[config.mk]
export PLATFORM = sky130hd
export DESIGN_NAME = length_prefixed_request_deframer
export DESIGN_NICKNAME = d
export VERILOG_FILES = /design/src/hdl/lprd_pkg.sv /design/src/hdl/length_prefixed_request_deframer.sv
export SDC_FILE = /design/constraint.sdc
export NUM_CORES = 1
export LEC_CHECK = 0
export BUFFER_PORTS_ARGS = -buffer_cell sky130_fd_sc_hd__buf_4
export CORE_MARGIN = 2
export CORE_UTILIZATION = 45
export CTS_CLUSTER_DIAMETER = 200
export DETAILED_ROUTE_END_ITERATION = 10
export PLACE_DENSITY = 0.68
export SLEW_MARGIN = 20
export SYNTH_ARGS = -nofsm -noshare
export SYNTH_HDL_FRONTEND = slang
export SYNTH_SLANG_ARGS = --single-unit
[constraint.sdc]
create_clock -name clk -period 6.6 [get_ports clk]
set_input_delay 0.99 -clock clk [delete_from_list [all_inputs] [get_ports clk]]
set_output_delay 0.99 -clock clk [all_outputs]
set_load 0.02 [all_outputs]
[src/hdl/lprd_pkg.sv]
`default_nettype none

package lprd_pkg;

	// Width of every length-prefixed field on the wire.
	localparam int unsigned FieldBytes = 4;
	localparam int unsigned WordW = 32;

	// Maximum message length after reset.
	localparam logic [WordW-1:0] MaxLenReset = 32'd4096;

	// Input function codes.
	localparam logic FuncData  = 1'b0;
	localparam logic FuncReset = 1'b1;

	// Error codes reported on error_code.
	typedef enum logic [2:0] {
		ERR_NONE      = 3'd0,
		ERR_FRAME_LEN = 3'd1,
		ERR_TRUNC     = 3'd2,
		ERR_COUNT     = 3'd3,
		ERR_STR_LEN   = 3'd4,
		ERR_OVERRUN   = 3'd5,
		ERR_TRAILING  = 3'd6
	} err_t;

	// Parser phase.
	typedef enum logic [2:0] {
		PH_LEN   = 3'd0,
		PH_COUNT = 3'd1,
		PH_SLEN  = 3'd2,
		PH_DATA  = 3'd3,
		PH_ERR   = 3'd4
	} phase_t;

	// One incoming beat.
	typedef struct packed {
		logic       func;
		logic [7:0] data_byte;
	} req_t;

	// One result beat.
	typedef struct packed {
		logic [7:0]       payload_byte;
		logic             payload_valid;
		logic [WordW-1:0] string_index;
		logic             string_end;
		logic             frame_done;
		logic [2:0]       error_code;
	} rsp_t;

endpackage

`default_nettype wire

[src/hdl/length_prefixed_request_deframer.sv]
// A request beat passes through the input stage and then the output register, which holds its result beat.
// Throughput: one byte per cycle; the parse step sits between the input stage and the
// output register, and the input stage advances whenever the output register is free.
// Reset (arst_n low): parser state cleared, maximum length set to 4096, both stages empty.
// A connection reset beat clears the parser state but keeps the maximum length.
`default_nettype none

module length_prefixed_request_deframer (
	input  wire logic          clk,
	input  wire logic          arst_n,
	input  wire logic          req_valid,
	output logic               req_ready,
	input  wire lprd_pkg::req_t req_beat,
	output logic               rsp_valid,
	input  wire logic          rsp_ready,
	output lprd_pkg::rsp_t     rsp_beat,
	input  wire logic          cfg_valid,
	output logic               cfg_ready,
	input  wire logic [31:0]   cfg_data
);

	// Configuration register.
	logic [31:0] max_len_q;

	// Input stage.
	logic           valid_s1;
	lprd_pkg::req_t req_s1;

	// Output register.
	logic           out_valid_q;
	lprd_pkg::rsp_t out_q;

	// Parser state.
	lprd_pkg::phase_t phase_q, phase_d;
	logic [1:0]       fcnt_q, fcnt_d;
	logic [31:0]      shift_q, shift_d;
	logic [31:0]      frame_left_q, frame_left_d;
	logic [31:0]      strings_left_q, strings_left_d;
	logic [31:0]      str_left_q, str_left_d;
	logic [31:0]      cur_str_q, cur_str_d;
	lprd_pkg::err_t   err_q, err_d;

	// Combinational parse results.
	lprd_pkg::rsp_t rsp_d;
	logic           advance;
	logic           field_done;
	logic [31:0]    field_val;
	logic [31:0]    frame_m4;
	logic [31:0]    frame_dec;
	logic [31:0]    str_dec;
	logic [31:0]    strings_dec;
	logic [31:0]    cur_inc;
	logic [31:0]    nx_strings;
	logic           nx_check;
	logic           done_flag;
	logic           send_flag;
	logic           valid_flag;
	logic [31:0]    idx_val;

	assign cfg_ready = 1'b1;
	assign advance   = valid_s1 && (!out_valid_q || rsp_ready);
	assign req_ready = !valid_s1 || advance;
	assign rsp_valid = out_valid_q;
	assign rsp_beat  = out_q;

	// Field assembly: the last byte lands in the top lane.
	assign field_done  = (fcnt_q == 2'd3);
	assign field_val   = {req_s1.data_byte, shift_q[23:0]};
	assign frame_m4    = frame_left_q - 32'(lprd_pkg::FieldBytes);
	assign frame_dec   = (frame_left_q != 32'd0) ? frame_left_q - 32'd1 : frame_left_q;
	assign str_dec     = (str_left_q != 32'd0) ? str_left_q - 32'd1 : str_left_q;
	assign strings_dec = strings_left_q - 32'd1;
	assign cur_inc     = cur_str_q + 32'd1;

	// Configuration write.
	always_ff @(posedge clk or negedge arst_n) begin
		if (!arst_n) begin
			max_len_q <= lprd_pkg::MaxLenReset;
		end else if (cfg_valid && cfg_ready) begin
			max_len_q <= cfg_data;
		end
	end

	// Input stage register.
	always_ff @(posedge clk or negedge arst_n) begin
		if (!arst_n) begin
			valid_s1 <= 1'b0;
		end else if (req_ready) begin
			valid_s1 <= req_valid;
		end
	end

	always_ff @(posedge clk) begin
		if (req_ready && req_valid) begin
			req_s1 <= req_beat;
		end
	end

	// Parser next state.
	always_comb begin
		phase_d        = phase_q;
		fcnt_d         = fcnt_q;
		shift_d        = shift_q;
		frame_left_d   = frame_left_q;
		strings_left_d = strings_left_q;
		str_left_d     = str_left_q;
		cur_str_d      = cur_str_q;
		err_d          = err_q;
		valid_flag     = 1'b0;
		send_flag      = 1'b0;
		done_flag      = 1'b0;
		idx_val        = 32'd0;
		nx_check       = 1'b0;
		nx_strings     = strings_left_q;

		if (req_s1.func == lprd_pkg::FuncReset) begin
			phase_d        = lprd_pkg::PH_LEN;
			fcnt_d         = 2'd0;
			shift_d        = 32'd0;
			frame_left_d   = 32'd0;
			strings_left_d = 32'd0;
			str_left_d     = 32'd0;
			cur_str_d      = 32'd0;
			err_d          = lprd_pkg::ERR_NONE;
		end else begin
			case (phase_q)
				lprd_pkg::PH_LEN: begin
					fcnt_d  = fcnt_q + 2'd1;
					shift_d = shift_q | (32'(req_s1.data_byte) << {fcnt_q, 3'b000});
					if (field_done) begin
						shift_d = 32'd0;
						if (field_val > max_len_q) begin
							err_d   = lprd_pkg::ERR_FRAME_LEN;
							phase_d = lprd_pkg::PH_ERR;
						end else if (field_val < 32'(lprd_pkg::FieldBytes)) begin
							err_d   = lprd_pkg::ERR_TRUNC;
							phase_d = lprd_pkg::PH_ERR;
						end else begin
							frame_left_d = field_val;
							cur_str_d    = 32'd0;
							phase_d      = lprd_pkg::PH_COUNT;
						end
					end
				end
				lprd_pkg::PH_COUNT: begin
					fcnt_d  = fcnt_q + 2'd1;
					shift_d = shift_q | (32'(req_s1.data_byte) << {fcnt_q, 3'b000});
					if (field_done) begin
						shift_d      = 32'd0;
						frame_left_d = frame_m4;
						if (field_val > max_len_q) begin
							err_d   = lprd_pkg::ERR_COUNT;
							phase_d = lprd_pkg::PH_ERR;
						end else begin
							strings_left_d = field_val;
							nx_strings     = field_val;
							cur_str_d      = 32'd0;
							nx_check       = 1'b1;
						end
					end
				end
				lprd_pkg::PH_SLEN: begin
					idx_val = cur_str_q;
					fcnt_d  = fcnt_q + 2'd1;
					shift_d = shift_q | (32'(req_s1.data_byte) << {fcnt_q, 3'b000});
					if (field_done) begin
						shift_d      = 32'd0;
						frame_left_d = frame_m4;
						if (field_val > max_len_q) begin
							err_d   = lprd_pkg::ERR_STR_LEN;
							phase_d = lprd_pkg::PH_ERR;
						end else if (field_val > frame_m4) begin
							err_d   = lprd_pkg::ERR_OVERRUN;
							phase_d = lprd_pkg::PH_ERR;
						end else if (field_val == 32'd0) begin
							send_flag      = 1'b1;
							strings_left_d = strings_dec;
							nx_strings     = strings_dec;
							cur_str_d      = cur_inc;
							nx_check       = 1'b1;
						end else begin
							str_left_d = field_val;
							phase_d    = lprd_pkg::PH_DATA;
						end
					end
				end
				lprd_pkg::PH_DATA: begin
					idx_val      = cur_str_q;
					valid_flag   = 1'b1;
					frame_left_d = frame_dec;
					str_left_d   = str_dec;
					if (str_dec == 32'd0) begin
						send_flag      = 1'b1;
						strings_left_d = strings_dec;
						nx_strings     = strings_dec;
						cur_str_d      = cur_inc;
						nx_check       = 1'b1;
					end
				end
				default: begin
					// Error phase: bytes are dropped until a connection reset.
				end
			endcase

			// Decide what follows once no string is in progress.
			if (nx_check) begin
				if (nx_strings == 32'd0) begin
					if (frame_left_d == 32'd0) begin
						phase_d   = lprd_pkg::PH_LEN;
						cur_str_d = 32'd0;
						done_flag = 1'b1;
					end else begin
						err_d   = lprd_pkg::ERR_TRAILING;
						phase_d = lprd_pkg::PH_ERR;
					end
				end else if (frame_left_d < 32'(lprd_pkg::FieldBytes)) begin
					err_d   = lprd_pkg::ERR_TRUNC;
					phase_d = lprd_pkg::PH_ERR;
				end else begin
					phase_d = lprd_pkg::PH_SLEN;
				end
			end
		end
	end

	// Result beat: once an error is pending, only the error code is reported.
	always_comb begin
		rsp_d = '0;
		rsp_d.error_code = err_d;
		if (err_d == lprd_pkg::ERR_NONE) begin
			rsp_d.payload_byte  = valid_flag ? req_s1.data_byte : 8'd0;
			rsp_d.payload_valid = valid_flag;
			rsp_d.string_index  = idx_val;
			rsp_d.string_end    = send_flag;
			rsp_d.frame_done    = done_flag;
		end
	end

	// Parser state registers.
	always_ff @(posedge clk or negedge arst_n) begin
		if (!arst_n) begin
			phase_q        <= lprd_pkg::PH_LEN;
			fcnt_q         <= 2'd0;
			shift_q        <= 32'd0;
			frame_left_q   <= 32'd0;
			strings_left_q <= 32'd0;
			str_left_q     <= 32'd0;
			cur_str_q      <= 32'd0;
			err_q          <= lprd_pkg::ERR_NONE;
		end else if (advance) begin
			phase_q        <= phase_d;
			fcnt_q         <= fcnt_d;
			shift_q        <= shift_d;
			frame_left_q   <= frame_left_d;
			strings_left_q <= strings_left_d;
			str_left_q     <= str_left_d;
			cur_str_q      <= cur_str_d;
			err_q          <= err_d;
		end
	end

	// Output register: loads a new beat when the previous one has gone.
	always_ff @(posedge clk or negedge arst_n) begin
		if (!arst_n) begin
			out_valid_q <= 1'b0;
		end else if (advance) begin
			out_valid_q <= 1'b1;
		end else if (rsp_ready) begin
			out_valid_q <= 1'b0;
		end
	end

	always_ff @(posedge clk) begin
		if (advance) begin
			out_q <= rsp_d;
		end
	end

endmodule

`default_nettype wire

# Word-level counts from Yosys, hierarchy flattened
# Index checks and enable logic that the tools add are counted.
# Widths: inputs -> output; s select.
[totals] out_inout_bits=49 inputBits=46 elab_cells=165 register_bits=257
[classes] add_sub_neg=6 n_bitwise=5 n_mux=89 shifts=1 n_eq_ne=13 n_reduce_logical=28 order_cmp=4
[op_table] operator="$mux 32" count=39
[op_table] operator="$pmux 32 s3" count=2
[op_table] operator="$logic_not 32->1" count=4
[op_table] operator="$pmux 32 s4" count=1
[op_table] operator="$sub 32x1->32 const B" count=3
[op_table] operator="$mux 3" count=27
[op_table] operator="$gt 32x32->1" count=2
[op_table] operator="$lt 32x3->1 const B" count=2
[op_table] operator="$pmux 32 s2" count=1
[op_table] operator="$reduce_bool 32->1" count=2
[op_table] operator="$add 32x1->32 const B" count=1
[op_table] operator="$or 32x32->32" count=1
[op_table] operator="$shl 8x5->32" count=1
[op_table] operator="$sub 32x3->32 const B" count=1
[op_table] operator="$pmux 3 s3" count=2
[op_table] operator="$ne 4x4->1 const B" count=4
[op_table] operator="$mux 1" count=13
[op_table] operator="$ne 3x3->1 const B" count=4
[op_table] operator="$reduce_and 7->1" count=1
[op_table] operator="$eq 3x2->1 const B" count=2
[op_table] operator="$logic_not 3->1" count=2
[op_table] operator="$ne 6x6->1 const B" count=1
[op_table] operator="$reduce_and 6->1" count=1
[op_table] operator="$reduce_or 2->1" count=3
[op_table] operator="other kinds (16)" count=26

# Logic depth before layout (Yosys ltp)
[logic_depth] depth_word=14 ltp_mapped=25 ltp_nobuf=22

# Worst setup path after synthesis
# OpenSTA, ideal clock, no wires.
[synth_path] path_kind="reg-to-reg" startpoint="register frame_left_q[16]" endpoint="register out_q (netlist bit rsp_beat[27]) (data pin)" period_less_slack_ns=5.984 path_buffers=3 t_arrival_ns=5.721 required_time_ns=6.337 path_stages_with_launch=23 setup_slack_ns=0.616 cell_sequence="dfrtp_1 clkbuf_1 or4_1 or2_2 clkbuf_1 nor3_1 nand3_1 xor2_1 ha_1 nand4_1 nor3_1 nand2_1 a311oi_1 nor3_1 and2_1 a21oi_2 o21ai_0 or4_4 nor4_4 a21boi_2 o311ai_4 buf_6 nor3_2"
[synth_via] elab_chain_len=14 elab_cells_between_ends=36 classes_between="add/sub: 2; order compare: 2; mux: 26; bitwise: 1; reduce/logical: 5"
[synth_lines] element="start: declaration" line_no="length_prefixed_request_deframer.sv:37" text="logic [31:0] frame_left_q, frame_left_d;"
[synth_lines] element="start signal: assignment" line_no="length_prefixed_request_deframer.sv:254" text="frame_left_q <= frame_left_d;"
[synth_lines] element="$sub 32x3->32" line_no="length_prefixed_request_deframer.sv:69" text="assign frame_m4 = frame_left_q - 32'(lprd_pkg::FieldBytes);"
[synth_lines] element="$gt 32x32->1" line_no="length_prefixed_request_deframer.sv:172" text="end else if (field_val > frame_m4) begin"
[synth_lines] element="$mux 32 (3 in series)"
[synth_lines] element="$pmux 32 s3" line_no="length_prefixed_request_deframer.sv:126" text="case (phase_q)"
[synth_lines] element="$mux 32" line_no="length_prefixed_request_deframer.sv:116" text="if (req_s1.func == lprd_pkg::FuncReset) begin"
[synth_lines] element="$logic_not 32->1" line_no="length_prefixed_request_deframer.sv:207" text="if (nx_strings == 32'd0) begin"
[synth_lines] element="$mux 3" line_no="length_prefixed_request_deframer.sv:207"
[synth_lines] element="$mux 3 (*)" line_no="length_prefixed_request_deframer.sv:206" text="if (nx_check) begin"
[synth_lines] element="$mux 3 (*)" line_no="length_prefixed_request_deframer.sv:116"
[synth_lines] element="$logic_not 3->1 (*)" line_no="length_prefixed_request_deframer.sv:230" text="if (err_d == lprd_pkg::ERR_NONE) begin"
[synth_lines] element="$not 1->1 (no line) (*)"
[synth_lines] element="$reduce_or 3->1 (no line) (*)"
[synth_lines] element="end signal: assignment" line_no="length_prefixed_request_deframer.sv:275" text="out_q <= rsp_d;"
[synth_lines] element="end: declaration" line_no="length_prefixed_request_deframer.sv:31" text="lprd_pkg::rsp_t out_q;"
# Mark *: on every way between the ends. The rest lies on a longest branch, timed or not. The select of a mux whose other input is x is not followed.
# A chain may end at the register's enable or synchronous reset.

# Worst setup path in the final report
[layout_path] startpoint="register frame_left_q[3]" endpoint="register out_q (netlist bit rsp_beat[4]) (data pin)"
[layout_via] elab_chain_len=14 elab_cells_between_ends=37 classes_between="add/sub: 2; order compare: 2; mux: 27; bitwise: 1; reduce/logical: 5"
[layout_lines] element="$sub 32x3->32" line_no="length_prefixed_request_deframer.sv:69"
[layout_lines] element="$gt 32x32->1" line_no="length_prefixed_request_deframer.sv:172"
[layout_lines] element="$mux 32 (3 in series)"
[layout_lines] element="$pmux 32 s3" line_no="length_prefixed_request_deframer.sv:126"
[layout_lines] element="$mux 32" line_no="length_prefixed_request_deframer.sv:116"
[layout_lines] element="$logic_not 32->1" line_no="length_prefixed_request_deframer.sv:207"
[layout_lines] element="$mux 3" line_no="length_prefixed_request_deframer.sv:207"
[layout_lines] element="$mux 3" line_no="length_prefixed_request_deframer.sv:206"
[layout_lines] element="$mux 3" line_no="length_prefixed_request_deframer.sv:116"
[layout_lines] element="$logic_not 3->1" line_no="length_prefixed_request_deframer.sv:230"
[layout_lines] element="$not 1->1 (no line)"
[layout_lines] element="$reduce_or 2->1 (no line)"
# Parallel ways exist; a longest one is shown, timed or not. The select of a mux whose other input is x is not followed.

==> summary.md <==
| Metric | Value |
|---|---|
| Min Tclk post-route | `6.44 ns` |
| CP endpoint kind | `flop` |
| Crit Path Max Fanout | `17` |
| Post-synthesis sequential area ratio | `36.3%` |
| CTS clock-pin slew for the worst setup and hold paths | `0.06 ns` |
| Period utilisation layout | `97.6%` |
| Slew Limit Fails | `0` |
| CTS H-Tree Depth | `1` |
| Part of the power in registers | `17.1%` |
| Data arrival time of the worst path | `6.78 ns` |
| Cell taking the most area after synthesis | `dfrtp_1` |
| TritonCTS clock tree | `done` |
| Antenna-violating nets left | `0` |
| RePlAce Congestion | `1.03` |
| Vias/cell | `6.53` |
| Clk Latency, worst-skew pair | `0.61 ns` |
| Final core occ | `54.4%` |
| P per Cell Area | `550 nW/µm²` |
| CP Launch Type | `flop` |
| Final Hold Viols | `0` |
| Num Clock Sinks | `249` |
| Power share of the clock group | `14.6%` |
| FF-to-FF Start | `frame_left_q[3]$_DFFE_PN0P_` |
| CP required | `6.94 ns` |
| Fill count | `3655` |
| Cell internal pwr | `5.86 mW` |
| Antenna violations before repair | `3` |
| Synth Register Bits | `249` |
| Lkg Pwr | `9.42 nW` |
| Final WL | `75500 µm` |
| Number of synthesized flops with an enable pin | `55` |
| Port bufs | `93` |
| Post-synthesis average cell area | `8.11 µm²` |
| Synth async-reset ratio | `77.9%` |
| Worst R2R End | `rsp_beat[4]$_SDFFCE_PP0P_` |
| GRT Util Overall | `36.0%` |
| Post-Synthesis Cells | `2211` |
| Setup crit end | `rsp_beat[4]$_SDFFCE_PP0P_` |
| Rows | `73` |
| First-pass GRT wire length | `114000 µm` |
| R2R setup slack | `0.16 ns` |
| Area grow syn2layout | `20.0%` |
| Io pins | `95` |
| Max Root-Sink Buffers | `3` |
| Top FF cell, synth | `dfrtp_1` |
| Measured slew at the worst slew-check pin | `1.12 ns` |
| Fmax | `155 MHz` |
| Sw Share | `50.5%` |
| Yosys top cell area share | `26.9%` |
| Max-Cap Viols | `0` |
| Largest net degree at the start of global routing | `151` |
| Top area cells in the synthesized netlist | `dfrtp_1, edfxtp_1, nand2_1, o21ai_0, ha_1` |
| Library cells used by synthesis | `93` |
| Grt ovf | `0` |
| DR DRC count | `0` |
| Status | `finished, final reports clean` |
| Inserted Clock Buffers | `30` |
| Slew headroom | `24.8%` |
| Via count | `19322` |
| Routed wire length per instance | `25.5 µm` |
| Initial DRC count | `2126` |
| HPWL Detailed | `53100 µm` |
| Number of global-route vias before repair | `18559` |
| DRT Pass-1 Iters | `7` |
| Root buffer cell | `clkbuf_16` |
| Combinational Power Share | `68.3%` |
| Die Y | `204 µm` |
| # setup viols final | `0` |
| Setup CP Type | `flop to flop` |
| Hold Crit Class | `input port to asynchronous set/reset pin` |
| Fin area | `21500 µm²` |
| Mapped Nets | `2328` |
| FF-to-FF path depth | `27` |
| Die width | `204 µm` |
| Critical Path Start | `frame_left_q[3]$_DFFE_PN0P_` |
| Die area | `41500 µm²` |
| Worst Skew | `0.0314 ns` |
| Initial Util | `45.3%` |
| Layout cells sized above 1 | `19.1%` |
| Net Sw Power | `5.97 mW` |
| NumNets Final | `2525` |
| Post-Syn Area | `17900 µm²` |
| Maximum VDD drop | `412 µV` |
| Yosys warning count | `0` |
| Core area | `39500 µm²` |
| Placed cell area | `20400 µm²` |
-- synthesized netlist by cell type, types with 12 or more instances --
master,n
nor3b_1,13
clkbuf_1,126
a21oi_1,175
o22ai_1,25
inv_1,64
nand4_1,44
dfrtp_1,193
nor3_1,83
or3_1,19
buf_2,13
or4_1,14
xnor2_1,34
xor2_1,17
nor4_1,67
nand2b_1,12
nand3_1,46
o31ai_1,27
and3_1,22
o21ai_0,219
a21o_1,17
ha_1,71
nand2_1,314
a31oi_1,30
a22oi_1,25
o211ai_1,14
nor2_1,161
and2_1,22
a22o_1,36
or2_2,14
edfxtp_1,55
nor3_2,30
-- flip-flops by register name, summed over array words and instances (netlist names), 8 cells and up --
| name | count |
|---|---|
| cur_str_q | 32 |
| strings_left_q | 32 |
| str_left_q | 32 |
| shift_q | 24 |
| field_val | 8 |
| frame_left_q | 32 |
| rsp_beat | 46 |
| max_len_q | 32 |
-- how the worst min path moves through the flow --
stage                                               end                           from
final                         max_len_q[27]$_DFFE_PN0P_                         arst_n
after global routing          max_len_q[18]$_DFFE_PN0P_                         arst_n
after CTS                     max_len_q[11]$_DFFE_PN0P_                         arst_n
after detailed placement  strings_left_q[9]$_DFFE_PN0P_  strings_left_q[9]$_DFFE_PN0P_
after global placement            rsp_valid$_DFFE_PN0P_           valid_s1$_DFFE_PN0N_
after floorplan                   rsp_valid$_DFFE_PN0P_           valid_s1$_DFFE_PN0N_
-- cell usage in the layout (no fill, tap or decap), types with 17 or more instances in the layout --
| cell | instances |
|---|---|
| a21o_1 | 17 |
| a22o_1 | 36 |
| a22oi_1 | 25 |
| nor2_1 | 159 |
| nor3_2 | 33 |
| clkbuf_16 | 31 |
| o22ai_1 | 25 |
| edfxtp_1 | 55 |
| a21oi_1 | 175 |
| o31ai_1 | 26 |
| or3_1 | 19 |
| nand3_1 | 46 |
| and2_1 | 21 |
| xor2_1 | 17 |
| dfrtp_1 | 193 |
| ha_1 | 71 |
| xnor2_1 | 34 |
| nor4_1 | 67 |
| and3_1 | 21 |
| nand4_1 | 44 |
| nor3_1 | 80 |
| inv_1 | 63 |
| o21ai_0 | 219 |
| nand2_1 | 312 |
| buf_4 | 313 |
| a31oi_1 | 29 |
-- metrics by stage --
stage	hold WS (ns)	power [mW]	setup TNS, ns	setup WS, ns	instances
2_1_floorplan	0.457	6.50	0	0.616	2211
3_3_place_gp	0.495	9.71	-1.17	-0.0463	2896
3_5_place_dp	0.495	9.77	0	0.0248	2896
4_1_cts	0.333	11.5	0	0.141	2952
5_1_grt	0.366	12.4	-0.383	-0.0316	2957
6_report	0.333	11.8	0	0.162	2958
-- timing repair --
action	CTS	global route
setup endpoints to repair	9	64
setup buffers	0	4
gates cloned	0	1
gates resized for setup	1	6
hold buffers	0	0
pin swaps	0	3
-- cells by family after synthesis --
group	Yosys count	synth area share, %
simple gates	904	25.6
compound gates	699	24.8
flops	249	36.3
buf+inv	225	5.18
fa+ha+maj	71	4.95
xor+xnor	51	2.49
mux	11	0.635
other cells	1	0.0209
-- critical path: stages (launching register included) --
cell and delay, ns:
dfrtp_1 0.40, inv_1 0.08, ha_1 0.17, nor3b_1 0.28, buf_4 0.18, nand4_1 0.18
buf_4 0.20, buf_4 0.14, nor2_1 0.27, xnor2_1 0.14, ha_1 0.20, a21o_1 0.15
a221o_1 0.33, a221oi_1 0.35, a31oi_2 0.20, nor3b_1 0.31, buf_4 0.19, o22a_1 0.21
buf_4 0.18, o21ai_1 0.10, buf_4 0.15, a211oi_1 0.37, and4_1 0.25, and4_1 0.30
a21boi_2 0.13, o311ai_4 0.37, clkbuf_16 0.29, nor3_2 0.05
-- power groups by stage --
| stage | Clock, mW | Combinational [mW] | Sequential [mW] |
|---|---|---|---|
| 2_1_floorplan | 0 | 4.50 | 2.00 |
| 3_3_place_gp | 0 | 7.68 | 2.03 |
| 3_5_place_dp | 0 | 7.73 | 2.04 |
| 4_1_cts | 1.74 | 7.77 | 2.01 |
| 5_1_grt | 1.81 | 8.59 | 2.04 |
| 6_report | 1.73 | 8.08 | 2.02 |
-- routing by layer --
metal / GRT usage [%] / up-vias / part of all wire, %
met5: 0 / - / 0.017
li1: - / 8637 / -
met2: 54.6 / 1157 / 43
met1: 48.4 / 9241 / 40
met4: 19.2 / 2 / 6.5
met3: 7.40 / 285 / 10
-- area by class of cell --
type	count	area [µm²]	share of cell area (%)
Multi-Input combinational cell	1737	10500	49.0
Sequential cell	249	6510	30.2
Timing Repair Buffer	323	2550	11.8
Clock buffer	39	825	3.83
Tap cell	525	657	3.05
Inverter	67	251	1.17
Clock inverter	17	185	0.860
Antenna cell	1	2.50	0.0116
(Power assumes the default switching activity.)
